--- src/rtl/dlfb_pkg.sv ---
`default_nettype none
// ----------------------------------------------------------------------------
// dlfb_pkg
// Shared types and constants of the dense layer forward/backward unit.
// ----------------------------------------------------------------------------
package dlfb_pkg;

    localparam int MAX_INPUTS    = 64;
    localparam int MAX_OUTPUTS   = 64;
    localparam int FRACTION_BITS = 12;

    localparam int IDX_W   = 6;
    localparam int DIM_W   = 7;
    localparam int VAL_W   = 16;
    localparam int PROD_W  = 2 * VAL_W;
    localparam int ACC_W   = 40;
    localparam int GRAD_W  = 48;
    localparam int WADDR_W = 2 * IDX_W;
    localparam int FQ_DEPTH = 4;
    localparam int FQ_PTR_W = 2;
    localparam int OQ_DEPTH = 2;
    localparam int OQ_PTR_W = 1;

    typedef enum logic [2:0] {
        OP_LOAD_W = 3'd0,
        OP_LOAD_B = 3'd1,
        OP_FWD    = 3'd2,
        OP_BWD    = 3'd3,
        OP_RD_WG  = 3'd4,
        OP_RD_BG  = 3'd5,
        OP_CLEAR  = 3'd6,
        OP_NOP    = 3'd7
    } t_op;

    typedef enum logic [1:0] {
        RK_FWD = 2'd0,
        RK_DX  = 2'd1,
        RK_WG  = 2'd2,
        RK_BG  = 2'd3
    } t_rkind;

    typedef enum logic [1:0] {
        MODE_IDLE,
        MODE_FWD,
        MODE_BWD
    } t_mode;

    typedef enum logic [2:0] {
        ST_CLEAR,
        ST_IDLE,
        ST_MAC,
        ST_DRAIN,
        ST_EMIT_RD,
        ST_EMIT_PUSH,
        ST_READ
    } t_state;

    typedef struct packed {
        t_op                     op;
        logic [IDX_W-1:0]        row;
        logic [IDX_W-1:0]        col;
        logic signed [VAL_W-1:0] value;
    } t_item;

    typedef struct packed {
        t_rkind                   kind;
        logic [IDX_W-1:0]         index;
        logic signed [GRAD_W-1:0] value;
        logic                     last;
    } t_result;

    typedef struct packed {
        logic [DIM_W-1:0] n_in;
        logic [DIM_W-1:0] n_out;
        logic             abort;
    } t_cfg;

endpackage
`default_nettype wire

--- src/rtl/dlfb_front.sv ---
`default_nettype none
// ----------------------------------------------------------------------------
// dlfb_front
// Input queue: takes items, classifies the kind and holds them for the engine.
// ----------------------------------------------------------------------------
module dlfb_front import dlfb_pkg::*; (
    input  wire logic                     i_clk,
    input  wire logic                     i_rst_n,
    input  wire logic                     i_push,
    input  wire logic [2:0]               i_kind,
    input  wire logic [IDX_W-1:0]         i_row_index,
    input  wire logic [IDX_W-1:0]         i_column_index,
    input  wire logic signed [VAL_W-1:0]  i_value,
    output logic                          o_full,
    output logic                          o_valid,
    output t_item                         o_item,
    input  wire logic                     i_pop
);

    t_item                r_q [FQ_DEPTH];
    logic [FQ_PTR_W-1:0]  r_wr, r_rd;
    logic [FQ_PTR_W:0]    r_cnt;
    t_item                w_item;

    always_comb begin
        w_item.op    = t_op'(i_kind);
        w_item.row   = i_row_index;
        w_item.col   = i_column_index;
        w_item.value = i_value;
    end

    assign o_full  = (r_cnt == (FQ_PTR_W+1)'(FQ_DEPTH));
    assign o_valid = (r_cnt != '0);
    assign o_item  = r_q[r_rd];

    always_ff @(posedge i_clk) begin
        if (i_push) begin
            r_q[r_wr] <= w_item;
        end
    end

    always_ff @(posedge i_clk) begin
        if (!i_rst_n) begin
            r_wr  <= '0;
            r_rd  <= '0;
            r_cnt <= '0;
        end else begin
            if (i_push) begin
                r_wr <= r_wr + 1'b1;
            end
            if (i_pop) begin
                r_rd <= r_rd + 1'b1;
            end
            r_cnt <= r_cnt + (FQ_PTR_W+1)'(i_push) - (FQ_PTR_W+1)'(i_pop);
        end
    end

endmodule
`default_nettype wire

--- config.mk ---
export PLATFORM = sky130hd
export DESIGN_NAME = dlfb_front
export DESIGN_NICKNAME = d
export VERILOG_FILES = /design/src/rtl/dlfb_pkg.sv /design/src/rtl/dlfb_front.sv
export SDC_FILE = /design/constraint.sdc
export NUM_CORES = 1
export LEC_CHECK = 0
export ABC_AREA = 1
export BUFFER_PORTS_ARGS = -buffer_cell sky130_fd_sc_hd__buf_2
export CAP_MARGIN = 20
export CORE_ASPECT_RATIO = 0.75
export CORE_MARGIN = 4
export CORE_UTILIZATION = 50
export CTS_CLUSTER_DIAMETER = 200
export DETAILED_ROUTE_END_ITERATION = 10
export PLACE_DENSITY_LB_ADDON = 0.3
export SYNTH_ARGS = -nofsm -noshare
export SYNTH_HDL_FRONTEND = slang
export SYNTH_SLANG_ARGS = --single-unit
--- constraint.sdc ---
create_clock -name i_clk -period 4.8 [get_ports i_clk]
set_clock_uncertainty 0.1 [all_clocks]
set_input_delay 0.48 -clock i_clk [delete_from_list [all_inputs] [get_ports i_clk]]
set_output_delay 0.48 -clock i_clk [all_outputs]
set_load 0.005 [all_outputs]
# After elaboration in Yosys (flattened, before gate mapping)
# Memory sizes are Yosys's and may differ from the RTL's. A register that Yosys moved wholly into a read port is not among the register bits.
# Index checks and enable logic that the tools add are counted.
dict set report op_classes {
  addsub 4
  eq_ne 1
  n_reduce_logical 1
  n_mux 4
}
# operator n
set op_table {}
lappend op_table {{adder 2 x 1 -> 2 bit, second input constant} 2}
lappend op_table {{2-to-1 mux 2 bit} 2}
lappend op_table {{adder 3 x 1 -> 3 bit} 1}
lappend op_table {{== test 3 bit, second input constant} 1}
lappend op_table {{nonzero test 3 bit} 1}
lappend op_table {{subtractor 3 x 1 -> 3 bit} 1}
lappend op_table {{2-to-1 mux 1 bit} 2}
dict set report word_totals {
  word_cells 14
  mem_count 1
  regBits 7
  ramBits 124
}
# name words word_bits read_ports rd_clocked_by_memory_dff write_ports line
set mem_list {}
lappend mem_list {r_q 4 31 1 1 1 dlfb_front.sv:20} ;# t_item r_q [FQ_DEPTH];

# Logic depth before layout (Yosys ltp)
dict set report logic_depth {
  word_depth 3
  ltp_mapped 9
}

# Worst setup path before layout
# OpenSTA, ideal clock, no wires.
dict set report synth_timing {
  kind {input to register}
  start {input port i_pop}
  end {register r_cnt[2]}
  setup_slack_ns 3.085
  n_path_buf 0
  t_arrival_ns 1.500
  path_stages 8
  required_time_ns 4.585
  path_cell_list {ha_1 -> inv_1 -> ha_1 -> fa_1 -> inv_1 -> nand3_1 -> nand2_1 -> nor2_1}
}
dict set report synth_between {
  elab_chain_len 1
}
# element line
set synth_lines {}
lappend synth_lines {{from (decl)} dlfb_front.sv:17} ;# input wire logic i_pop
lappend synth_lines {{subtractor 3 x 1 -> 3 bit} dlfb_front.sv:54} ;# r_cnt <= r_cnt + (FQ_PTR_W+1)'(i_push) - (FQ_PTR_W+1)'(i_pop);
lappend synth_lines {{to (signal assigned)} dlfb_front.sv:54}
lappend synth_lines {{to (decl)} dlfb_front.sv:22} ;# logic [FQ_PTR_W:0] r_cnt;
# No other way between the ends.
# A chain may end at the register's enable or synchronous reset.

==> flow_metrics.py <==
metrics = {
    "final_layout": {
        "design.final.nets": 531,
        "area.growth.synth_to_final_pct": 18.2,
        "final_layout_size_suffix_gt1_frac": 0.268,
        "final_area_mm2": 0.00648,
        "final.fill_count": 803,
        "layout.area.seq_mm2": 0.00391,
        "multi_input_area_mm2": 0.00113,
        "antennaDiodeCount": 0,
        "finish.cell_count_without_fillers": 636,
    },
    "synthesis": {
        "yosysTopAreaCellShare": 0.679,
        "yosys_register_bits": 133,
        "synthesis.instances": 418,
        "synth_largest_area_cell": "sky130_fd_sc_hd__edfxtp_1",
        "synthesized_area_mm2": 0.00548,
        "count_of_flip_flops_with_a_built_in_enable_after_synthesis": 124,
        "syn_area_per_cell_um2": 13.1,
        "synth.most_common_cell": "sky130_fd_sc_hd__edfxtp_1",
        "yosysWarningCount": 0,
        "top_post_synthesis_cells_by_area": "sky130_fd_sc_hd__edfxtp_1, sky130_fd_sc_hd__o211ai_2, sky130_fd_sc_hd__inv_1",
        "seq_area_frac_synth": 0.712,
        "postSynth.asyncResetShare": 0,
        "synth_nets": 460,
        "yosys_most_used_dff": "sky130_fd_sc_hd__edfxtp_1",
        "yosys-top-cells-count": "sky130_fd_sc_hd__edfxtp_1, sky130_fd_sc_hd__inv_1, sky130_fd_sc_hd__nand2_1",
        "ys_types": 16,
    },
    "pwr": {
        "p_leak_uw": 0.00261,
        "cellInternalPower_uw": 2270,
        "totalPowerFinal_uw": 2880,
        "power.density_cell_area_mw_per_mm2": 445,
        "power.clock.fraction": 0.449,
        "p_sw_uw": 610,
        "vdd_ir_drop_max_mv": 0.288,
        "power.combinational.fraction": 0.077,
        "power.share.sequential": 0.473,
        "netSwitchingFraction": 0.212,
    },
    "timing": {
        "fmax_mhz": 344,
        "timing.final.hold_violations": 0,
        "setup_viol": 0,
        "timing_worst_slew_pin_value_ns": 0.906,
        "final.setup.tns_ns": 0,
        "timing.final.max_slew_violations": 0,
        "finalCritPeriodShare": 0.606,
        "rsz0062_at_grt": "false",
        "slew_headroom": 0.396,
        "period_minus_slack_ns": 2.91,
    },
    "drt": {
        "drt.antenna.violating_nets": 0,
        "number_of_remaining_drc_errors": 0,
        "detail_route.first_pass.iterations": 4,
        "route.final.wire_length_um": 9620,
        "drt-initial-drc-count": 248,
        "detail_route.vias_per_cell": 4.91,
        "via_count": 3125,
        "wl_per_cell_um": 15.1,
    },
    "floorplanning": {
        "start_util": 0.522,
        "floorplan.rows": 32,
        "placeableCoreArea_mm2": 0.0105,
        "die_height_um": 98.7,
        "num_io_pins": 68,
        "dieArea_mm2": 0.0127,
        "die_width_um": 129,
    },
    "clocking": {
        "post-cts-setup-buffers": 0,
        "htree_levels": 4,
        "clock-root-buffer": "sky130_fd_sc_hd__clkbuf_16",
        "cts-resized-gates": 0,
        "holdBufCountCts": 0,
        "cts-buffers-inserted": 17,
        "path_clk_slew_ns": 0.05,
        "cts_tree": "built",
        "cts-root-to-sink-buffers": 2,
        "tritoncts_num_sinks": 133,
        "worst_skew_late_latency_ns": 0.40,
    },
    "setup_path": {
        "crit_type": "flop to output pin",
        "crit_required_ns": 4.22,
        "maximum_fanout_along_the_worst_path": 84,
        "critPathCaptureType": "output pin",
        "worst-endpoint-arrival_ns": 2.33,
        "setup.worst_path.start_class": "flop",
    },
    "placed_design": {
        "placed_cells_incl_taps": 606,
        "area_after_dpl_mm2": 0.00588,
        "placement.io_buffers": 67,
        "place_hpwl_um": 5550,
        "gp_routability_congestion": 0.692,
    },
    "worst_hold_path": {
        "hold_path_class": "input pin to flop",
    },
    "global_route": {
        "global_route_wire_length_before_repair_um": 15800,
        "overflow": 0,
        "antenna_violations_before_repair": 1,
        "global_route.usage.total": 0.161,
        "via_count_of_the_first_global_routing_pass": 3115,
        "grt_start_max_net_pins": 85,
    },
    "status": {
        "outcome": "finished clean",
    },
    "run": {
        "cap_violations": 0,
    },
}
[through the flow]
stage / util / setup WS, ns / hold WS, ns
CTS: 0.617 / 1.87 / 0.181
finish: 0.617 / 1.89 / 0.193
floorplan: - / 3.09 / 0.336
detailed placement: 0.561 / 2.32 / 0.364
global placement: 0.561 / 2.38 / 0.344
global route: 0.617 / 1.63 / 0.184
[area by class of cell]
type                            instances  share of cell area
Timing Repair Buffer                   73              0.0587
Multi-Input combinational cell        186               0.175
Clock inverter                         12              0.0251
Clock buffer                           18              0.0663
Tap cell                              136              0.0263
Sequential cell                       133               0.604
Inverter                               78              0.0452
[registers in the layout (all words and copies together) (netlist names), named ones only]
name / cells
r_wr: 2
r_cnt: 3
r_rd: 2
r_q: 124
[routing by layer]
| layer | vias up | track usage | routed length (um) |
|---|---|---|---|
| met5 | - | 0 | 7 |
| met2 | 58 | 0.243 | 4620 |
| met1 | 1472 | 0.222 | 4460 |
| met4 | 2 | 0.0654 | 96 |
| li1 | 1581 | - | - |
| met3 | 12 | 0.0433 | 438 |
[critical path, stage by stage, from the launching register on]
cell and delay, ns:
sky130_fd_sc_hd__dfxtp_4 0.92, sky130_fd_sc_hd__buf_4 0.52, sky130_fd_sc_hd__a21oi_1 0.12, sky130_fd_sc_hd__o21ai_0 0.10, sky130_fd_sc_hd__nand2_1 0.07, sky130_fd_sc_hd__buf_2 0.13
[layout by cell type, fill, tap and decap left out, drive strengths merged, types with 2 or more instances in the layout]
cell	Yosys	routed
edfxtp	124	124
o211ai	31	31
inv	78	78
nand3	2	2
a21oi	37	37
o21ai	35	35
bufinv	0	4
clkbuf	3	18
nand2	72	72
ha	6	6
buf	18	73
dfxtp	9	9
clkinv	0	8
[power by group through the flow]
stage                     Clock, uW  Combinational, uW  Sequential, uW
after CTS                      1310                228            1360
after global routing           1370                256            1370
final                          1290                223            1360
after floorplan                   0                157            1360
after global placement            0                219            1380
after detailed placement          0                226            1390
[final timing paths]
kind                        startpoint             endpoint  slack (ns)  depth (start not counted)
setup reg to reg   r_cnt[0]$_SDFF_PN0_  r_cnt[2]$_SDFF_PN0_        3.16                          9
hold / removal              i_value[0]  r_q[3][0]$_DFFE_PP_        0.19                          1
setup / recovery                  flop           o_item[23]        1.89                          5
hold reg to reg   r_rd[1]$_SDFFE_PN0P_                 flop        0.36                          2
[logic make-up after synthesis]
kind of cell    share of synthesized area
compound gates                      0.137
fa+ha+maj                          0.0174
buf+inv                            0.0811
flops                               0.712
simple gates                       0.0527
Note: power is estimated with default switching activity, not from simulation.
