<file path="config.mk">
export PLATFORM = sky130hd
export DESIGN_NAME = dlfb_outq
export DESIGN_NICKNAME = d
export VERILOG_FILES = /design/src/rtl/dlfb_pkg.sv /design/src/rtl/dlfb_outq.sv
export SDC_FILE = /design/constraint.sdc
export NUM_CORES = 1
export LEC_CHECK = 0
export ABC_AREA = 1
export BUFFER_PORTS_ARGS = -buffer_cell sky130_fd_sc_hd__buf_2
export CAP_MARGIN = 0
export CORE_ASPECT_RATIO = 1.75
export CORE_MARGIN = 2
export CORE_UTILIZATION = 41
export CTS_CLUSTER_SIZE = 8
export DETAILED_ROUTE_END_ITERATION = 6
export GPL_TIMING_DRIVEN = 0
export PLACE_DENSITY_LB_ADDON = 0.2
export SLEW_MARGIN = 30
export SYNTH_ARGS = -nofsm -noshare
export SYNTH_HDL_FRONTEND = slang
export SYNTH_SLANG_ARGS = --single-unit
</file>
<file path="constraint.sdc">
create_clock -name i_clk -period 3.55 [get_ports i_clk]
set_clock_uncertainty 0.05 [all_clocks]
set_input_delay 0.5325 -clock i_clk [delete_from_list [all_inputs] [get_ports i_clk]]
set_output_delay 0.5325 -clock i_clk [all_outputs]
set_load 0.01 [all_outputs]
</file>
<file path="src/rtl/dlfb_pkg.sv">
`default_nettype none
// ----------------------------------------------------------------------------
// dlfb_pkg
// Shared types and constants of the dense layer forward/backward unit.
// ----------------------------------------------------------------------------
package dlfb_pkg;

    localparam int MAX_INPUTS    = 64;
    localparam int MAX_OUTPUTS   = 64;
    localparam int FRACTION_BITS = 12;

    localparam int IDX_W   = 6;
    localparam int DIM_W   = 7;
    localparam int VAL_W   = 16;
    localparam int PROD_W  = 2 * VAL_W;
    localparam int ACC_W   = 40;
    localparam int GRAD_W  = 48;
    localparam int WADDR_W = 2 * IDX_W;
    localparam int FQ_DEPTH = 4;
    localparam int FQ_PTR_W = 2;
    localparam int OQ_DEPTH = 2;
    localparam int OQ_PTR_W = 1;

    typedef enum logic [2:0] {
        OP_LOAD_W = 3'd0,
        OP_LOAD_B = 3'd1,
        OP_FWD    = 3'd2,
        OP_BWD    = 3'd3,
        OP_RD_WG  = 3'd4,
        OP_RD_BG  = 3'd5,
        OP_CLEAR  = 3'd6,
        OP_NOP    = 3'd7
    } t_op;

    typedef enum logic [1:0] {
        RK_FWD = 2'd0,
        RK_DX  = 2'd1,
        RK_WG  = 2'd2,
        RK_BG  = 2'd3
    } t_rkind;

    typedef enum logic [1:0] {
        MODE_IDLE,
        MODE_FWD,
        MODE_BWD
    } t_mode;

    typedef enum logic [2:0] {
        ST_CLEAR,
        ST_IDLE,
        ST_MAC,
        ST_DRAIN,
        ST_EMIT_RD,
        ST_EMIT_PUSH,
        ST_READ
    } t_state;

    typedef struct packed {
        t_op                     op;
        logic [IDX_W-1:0]        row;
        logic [IDX_W-1:0]        col;
        logic signed [VAL_W-1:0] value;
    } t_item;

    typedef struct packed {
        t_rkind                   kind;
        logic [IDX_W-1:0]         index;
        logic signed [GRAD_W-1:0] value;
        logic                     last;
    } t_result;

    typedef struct packed {
        logic [DIM_W-1:0] n_in;
        logic [DIM_W-1:0] n_out;
        logic             abort;
    } t_cfg;

endpackage
`default_nettype wire

</file>
<file path="src/rtl/dlfb_outq.sv">
`default_nettype none
// ----------------------------------------------------------------------------
// dlfb_outq
// Result queue between the engine and the result ports.
// ----------------------------------------------------------------------------
module dlfb_outq import dlfb_pkg::*; (
    input  wire logic    i_clk,
    input  wire logic    i_rst_n,
    input  wire logic    i_push,
    input  t_result      i_res,
    output logic         o_full,
    output logic         o_empty,
    output t_result      o_res,
    input  wire logic    i_pop
);

    t_result              r_q [OQ_DEPTH];
    logic [OQ_PTR_W-1:0]  r_wr, r_rd;
    logic [OQ_PTR_W:0]    r_cnt;

    assign o_full  = (r_cnt == (OQ_PTR_W+1)'(OQ_DEPTH));
    assign o_empty = (r_cnt == '0);
    assign o_res   = r_q[r_rd];

    always_ff @(posedge i_clk) begin
        if (i_push) begin
            r_q[r_wr] <= i_res;
        end
    end

    always_ff @(posedge i_clk) begin
        if (!i_rst_n) begin
            r_wr  <= '0;
            r_rd  <= '0;
            r_cnt <= '0;
        end else begin
            if (i_push) begin
                r_wr <= r_wr + 1'b1;
            end
            if (i_pop) begin
                r_rd <= r_rd + 1'b1;
            end
            r_cnt <= r_cnt + (OQ_PTR_W+1)'(i_push) - (OQ_PTR_W+1)'(i_pop);
        end
    end

endmodule
`default_nettype wire

</file>
Word level (Yosys, flattened, before mapping)
Memories as Yosys holds them, arrays and structs flattened. A register that Yosys moved wholly into a read port is not among the register bits.
Cells that the tools add are included.
Storage, ports and cells
  output and inout bits: 59
  memory bits (writable): 114
  word-level logic and storage cells: 14
  memories kept: 1
  register bits after elaboration: 4
Cells by class
  equal/unequal tests: 1
  muxes and demuxes: 4
  reduce and logical (&&, ||, !) cells: 1
  $add $sub $neg: 4
Memory list
  r_q: depth 2, width 57, rd ports 1, clocked after memory_dff 1, wr ports 1, line dlfb_outq.sv:17  | t_result r_q [OQ_DEPTH];
Operators with widths (number)
  2-to-1 mux 1 bit: 4
  adder 1 bit (second input constant): 2
  adder 2 x 1 -> 2 bit: 1
  == test 2 bit (second input constant): 1
  logical NOT 2 bit: 1
  subtractor 2 x 1 -> 2 bit: 1

Depth between registers and ports, before layout
Gate-level depths: netlist of the first run.
  word-level depth: 3
  depth in mapped cells: 9
  depth with buffers taken out: 9

Worst setup path before layout of the first run
Ideal clock, no wire load.
  kind: input port to flip-flop
  start point: in i_push
  end point: mem r_q[0][0] (netlist name) (enable)
  stages: 2
  buffers on the path: 0
  setup slack: 62 ps
  required time: 3027 ps
  arrival: 2965 ps
  library setup time: 473 ps
  path through: inv_1 nor2_1
Between the ends
  word-level cells in the longest chain between the ends: 2
RTL lines
  start, declared: line dlfb_outq.sv:9  | input wire logic i_push,
  2-to-1 mux 1 bit: line dlfb_outq.sv:26  | if (i_push) begin
  2-to-1 mux 1 bit (implied by the code): line dlfb_outq.sv:27  | r_q[r_wr] <= i_res;
  end, declared: line dlfb_outq.sv:17
No other way between the ends.

==> results.cfg, run 1 <==
[outcome]
status = finished, final reports clean

[synthesis]
syn_nets = 273
async_flop_share_pct = 0
yosysMostFrequentCell = edfxtp_1
synth_enable_flop_cells = 114
yosysTopAreaCellShare_pct = 76.8
syn_avg_cell_area_um2 = 21.2
yosysTopAreaCell = edfxtp_1
syn_inst = 210
synth-warning-count = 0
synth_seq_cells = 119
synth_commonest_cells = 114 x edfxtp_1, 30 x mux2_4, 27 x mux2_2
yosys_most_used_dff = edfxtp_1
synth_seq_area_share_pct = 79.0
syn_area_um2 = 4460
synthTopCellsByArea = edfxtp_1 77%, mux2_4 10%, mux2_2 6.8%
synth_cell_types = 12

[global_routing]
grt_start_max_net_pins = 39
grt_pass1_vias = 2471
antenna_found_initial = 0
grt_remaining_overflow = 0
grt_usage_pct = 13.9
grt_pass1_wl_mm = 12.2

[clocking]
hold_buffers = 0
cts_max_path_buffers = 2
clk_latency_ns = 0.40
post-cts-setup-buffers = 0
cts_root_buffer = clkbuf_16
cts_sinks = 119
cts.reportedPaths.clkPinSlew_ns = 0.05
htree_levels = 4
cts_buffers = 17
cts_tree = done
cts_resized = 0

[layout]
nets = 414
ff_latch_area_um2 = 3520
drive_above_1_share_pct = 58.4
multiInputGateArea_um2 = 861
areaGrowthSynthToFinish_pct = 31.7
nFillCells = 902
num_antenna_cells = 0

[detailed_routing]
via_count = 2310
vias_per_cell = 4.69
drt_iter0_markers = 70
wl_mm = 7.69
route.detailed.drc = 0
postRouteAntennaNets = 0
firstDrtPassIters = 4
avgRoutedWirePerCell_um = 15.6

[worst_setup_path]
crit_required_ns = 2.97
worstSetupPathType = reg2out
cp_max_fo = 10
worstPathArrival_ns = 1.60
end_kind = primary output
start_kind = flip-flop

[place]
port_buffers = 119
routabilityCongestion = 0.693
dp_hpwl_mm = 5.20

[worst_hold_path]
holdCritPathClass = in2reg

[job]
cap_viol_max_count = 0

[floorplanning]
coreArea_um2 = 10600
die_area_um2 = 11800
boundaryPins = 120
die_h_um = 142
initial_utilization_pct = 41.9
die_w_um = 82.8
num_rows = 50

[power_and_ir_drop]
p_per_area_nw_per_um2 = 614
irDropWorstVdd_mv = 0.381
p_leak_nw = 2.34

[timing]
grt_setup_unrepaired = no
relSlewSlack_pct = 56.4
hold_violations = 0
fmax_mhz = 459
slew_viol_final = 0
worst_pin_slew_ns = 0.653
timing.final.crit_share_pct = 61.4
final-setup-viol-count = 0
hold_ws_ns = 0.260
setup_tns_ns = 0
post-route-min-period_ns = 2.18
==> area by class of cell <==
cell class	instances	share of cell area [%]
tap	130	2.77
clock buffer	19	7.38
buffer	6	0.938
timing repair buffer	122	11.4
clock inverter	12	2.30
multi-input combinational	78	14.7
sequential	119	60.0
inverter	7	0.490
==> power breakdown <==
| group | switching, W | leakage [nW] | total, W | internal (W) |
|---|---|---|---|---|
| Sequential | 0.0000185 | 1.11 | 0.00164 | 0.00163 |
| Combinational | 0.000160 | 0.956 | 0.000326 | 0.000167 |
| Clock | 0.000551 | 0.273 | 0.00163 | 0.00108 |
==> sequential cells by signal, summed over array words and instances (netlist names), named ones only <==
| register | flops |
|---|---|
| r_q | 114 |
| r_cnt | 2 |
| r_rd | 1 |
| r_wr | 1 |
==> cell usage in the layout (no fill, tap or decap) <==
cell	netlist	routed
a21oi_1	1	1
inv_4	0	1
inv_1	7	6
clkinv_1	0	4
mux2_2	27	27
buf_16	0	2
nor2_4	0	1
buf_12	0	1
dfxtp_1	5	5
nor2_1	9	8
clkinvlp_4	0	2
clkinv_2	0	3
clkbuf_16	0	17
edfxtp_1	114	114
clkbuf_1	0	2
ha_1	2	2
bufinv_16	0	3
mux2_4	30	30
nand2_1	8	8
buf_6	4	4
buf_2	2	121
nand3_1	1	1
==> worst max-delay path: stages (launching register included) <==
cell	delay, ns
dfxtp_1	0.35
buf_6	0.18
buf_6	0.20
mux2_4	0.32
buf_2	0.14
==> logic make-up (layout without fill, tap and decap cells) <==
| logic type | after synthesis | after routing | share of synthesized area, % |
|---|---|---|---|
| AND/OR/NAND/NOR | 18 | 18 | 1.54 |
| multiplexers | 57 | 57 | 16.9 |
| adder cells (fa/ha/maj) | 2 | 2 | 0.561 |
| AO/OA/AOI/OAI | 1 | 1 | 0.112 |
| flip-flops | 119 | 119 | 79.0 |
| buffers and inverters | 13 | 166 | 1.82 |
==> worst paths after layout <==
kind                                 from         to  slack (ns)  cells after the start
worst max-delay path            flip-flop  o_res[16]        1.37                      4
worst min-delay path             i_res[7]  r_q[0][7]        0.26                      1
worst max register to register       r_wr  r_q[0][1]        2.06                      2
worst min register to register       r_rd       r_rd        0.45                      2
==> per-stage QoR <==
| step | setup WS [ns] | cells | total power, W | util [%] | area, um^2 |
|---|---|---|---|---|---|
| after floorplan | 0.0620 | 210 | 0.00186 | - | 4460 |
| after global placement | -1.54 | 459 | 0.00199 | 49.0 | 5220 |
| after detailed placement | 1.65 | 462 | 0.00201 | 49.8 | 5300 |
| after CTS | 1.33 | 493 | 0.00366 | 55.2 | 5870 |
| after global routing | 1.28 | 493 | 0.00374 | 55.2 | 5870 |
| final | 1.37 | 493 | 0.00360 | 55.2 | 5870 |
==> metal layers <==
metal / vias up / global-route usage, % / share of wire [%]
li1: 1090 / - / -
met1: 1138 / 13.5 / 36
met2: 72 / 25.0 / 57
met3: 10 / 4.93 / 4.8
met4: 0 / 8.54 / 2.2
met5: - / 0 / 0
(Power assumes the default switching activity.)
==> run 2, diff against run 1 <==
==> constraint.sdc (replaced) <==
create_clock -name i_clk -period 1.8 [get_ports i_clk]
set_clock_uncertainty 0.05 [all_clocks]
set_input_delay 0.27 -clock i_clk [delete_from_list [all_inputs] [get_ports i_clk]]
set_output_delay 0.27 -clock i_clk [all_outputs]
set_load 0.01 [all_outputs]
==> results.cfg, run 2 (same netlist as run 1, synthesis figures left out) <==
[worst_setup_path]
critPathSlowestCell = dfxtp_4
start_kind = flip-flop
end_kind = primary output
crit_chain = clkbuf_16, buf_12, mux2_4, buf_6
crit_required_ns = 1.48
slowest_delay_ns = 0.38
worstPathArrival_ns = 1.51
worstSetupPathType = reg2out
cp_max_fo = 5

[detailed_routing]
postRouteAntennaNets = 0
wl_mm = 8.64
drt_iter0_markers = 52
route.detailed.drc = 0
via_count = 2568
avgRoutedWirePerCell_um = 15.6
vias_per_cell = 4.64
firstDrtPassIters = 4

[layout]
top_regs = r_q: 114 flops, r_cnt: 2 flops
num_antenna_cells = 0
largest_reg_flops = 114
areaGrowthSynthToFinish_pct = 53.3
instances_no_fill = 554
layout_common_cells = 114 x edfxtp_1, 82 x buf_2, 51 x dlygate4sd3_1
final_common_cell = edfxtp_1
nFillCells = 793
nets = 474
drive_above_1_share_pct = 52.6
largest_register = r_q

[clocking]
cts_root_buffer = clkbuf_16
cts_buffers = 17
cts_sinks = 119
cts_tree = done
cts.reportedPaths.clkPinSlew_ns = 0.05
cts_max_path_buffers = 2
htree_levels = 4
clk_latency_ns = 0.40

[power_and_ir_drop]
irDropWorstVdd_mv = 0.796
power_w = 0.00728
p_leak_nw = 2.74
p_per_area_nw_per_um2 = 1070

[floorplanning]
die_area_um2 = 11800
initial_utilization_pct = 41.9
coreArea_um2 = 10600
num_rows = 50
die_w_um = 82.8
die_h_um = 142
boundaryPins = 120

[timing]
hold_violations = 0
fmax_mhz = 547
setup_ws_ns = -0.0278
post-route-min-period_ns = 1.83
hold_ws_ns = 0.0168
setup_tns_ns = -0.507
timing.final.crit_share_pct = 102
relSlewSlack_pct = 65.9
grt_setup_unrepaired = yes
slew_viol_final = 0
final-setup-viol-count = 36
worst_pin_slew_ns = 0.510

[place]
port_buffers = 119
place_ws_ns = 0.158
routabilityCongestion = 0.685
dp_hpwl_mm = 5.39
placed_cells = 464

[global_routing]
grt_pass1_vias = 2793
antenna_found_initial = 0
grt_usage_pct = 14.8
grt_start_max_net_pins = 29
grt_remaining_overflow = 0
grt_pass1_wl_mm = 13.1

[outcome]
status = finished, violations left
violations = setup timing

[worst_hold_path]
holdCritPathClass = in2reg

[job]
cap_viol_max_count = 0
-- run 2: cell count changes in the layout (fill, tap and decap cells not counted), sizes merged --
cell,before,now
inv,7,6
clkbuf,19,23
bufinv,3,2
clkinvlp,2,3
buf,128,135
dlygate4sd3,0,51
-- run 2: area by class of cell --
type,count,area (um^2),share of cell area [%]
Clock buffer,21,440,6.45
Timing Repair Buffer,182,1580,23.2
Tap cell,130,163,2.38
Multi-Input combinational cell,78,887,13.0
Sequential cell,119,3530,51.6
Buffer,6,95.1,1.39
Clock inverter,11,108,1.57
Inverter,7,30.0,0.439
-- run 2: metrics by stage --
stage / utilization, % / cell area [um^2]
CTS: 62.8 / 6680
detailed placement: 50.3 / 5350
finish: 64.2 / 6830
floorplan: - / 4470
global route: 64.2 / 6830
global placement: 49.2 / 5230
-- run 2: what timing repair did --
action / 4_1_cts / 5_1_grt
buffers inserted: 4 / 0
resized for setup: 40 / 25
cloned: 1 / 2
hold buffers: 51 / 0
endpoints found under the hold margin: 101 / 0
endpoints found under the setup margin: 50 / 57
-- run 2: path summary, 6_finish.rpt --
| kind | startpoint | end | slack, ns | cells after the start |
|---|---|---|---|---|
| setup / recovery | flip-flop | o_res[31] | -0.03 | 4 |
| setup reg to reg | r_wr | r_q[0][16] | 0.29 | 3 |
| hold reg to reg | r_rd | r_rd | 0.47 | 2 |
| hold / removal | i_res[36] | r_q[1][36] | 0.02 | 1 |
-- run 2: power breakdown --
part	leakage, nW	internal [W]	total [W]	switching, W
registers	1.11	0.00321	0.00325	0.0000419
logic	1.36	0.000557	0.000930	0.000373
clock network	0.265	0.00201	0.00310	0.00109
-- run 2: critical path: cells and delay by family, from the launching register on --
| family | cells | cell delay (ns) |
|---|---|---|
| buffers and inverters | 3 | 0.41 |
| DFF | 1 | 0.38 |
| muxes | 1 | 0.30 |
-- run 2: per-layer routing --
layer / part of all wire [%] / global-route usage, % / vias up / routed length [um]
met1: 36 / 14.3 / 1258 / 3080
li1: - / - / 1218 / -
met3: 4.2 / 4.64 / 14 / 360
met4: 2.2 / 8.37 / 0 / 192
met2: 58 / 27.5 / 78 / 5000
met5: 0 / 0 / - / 0
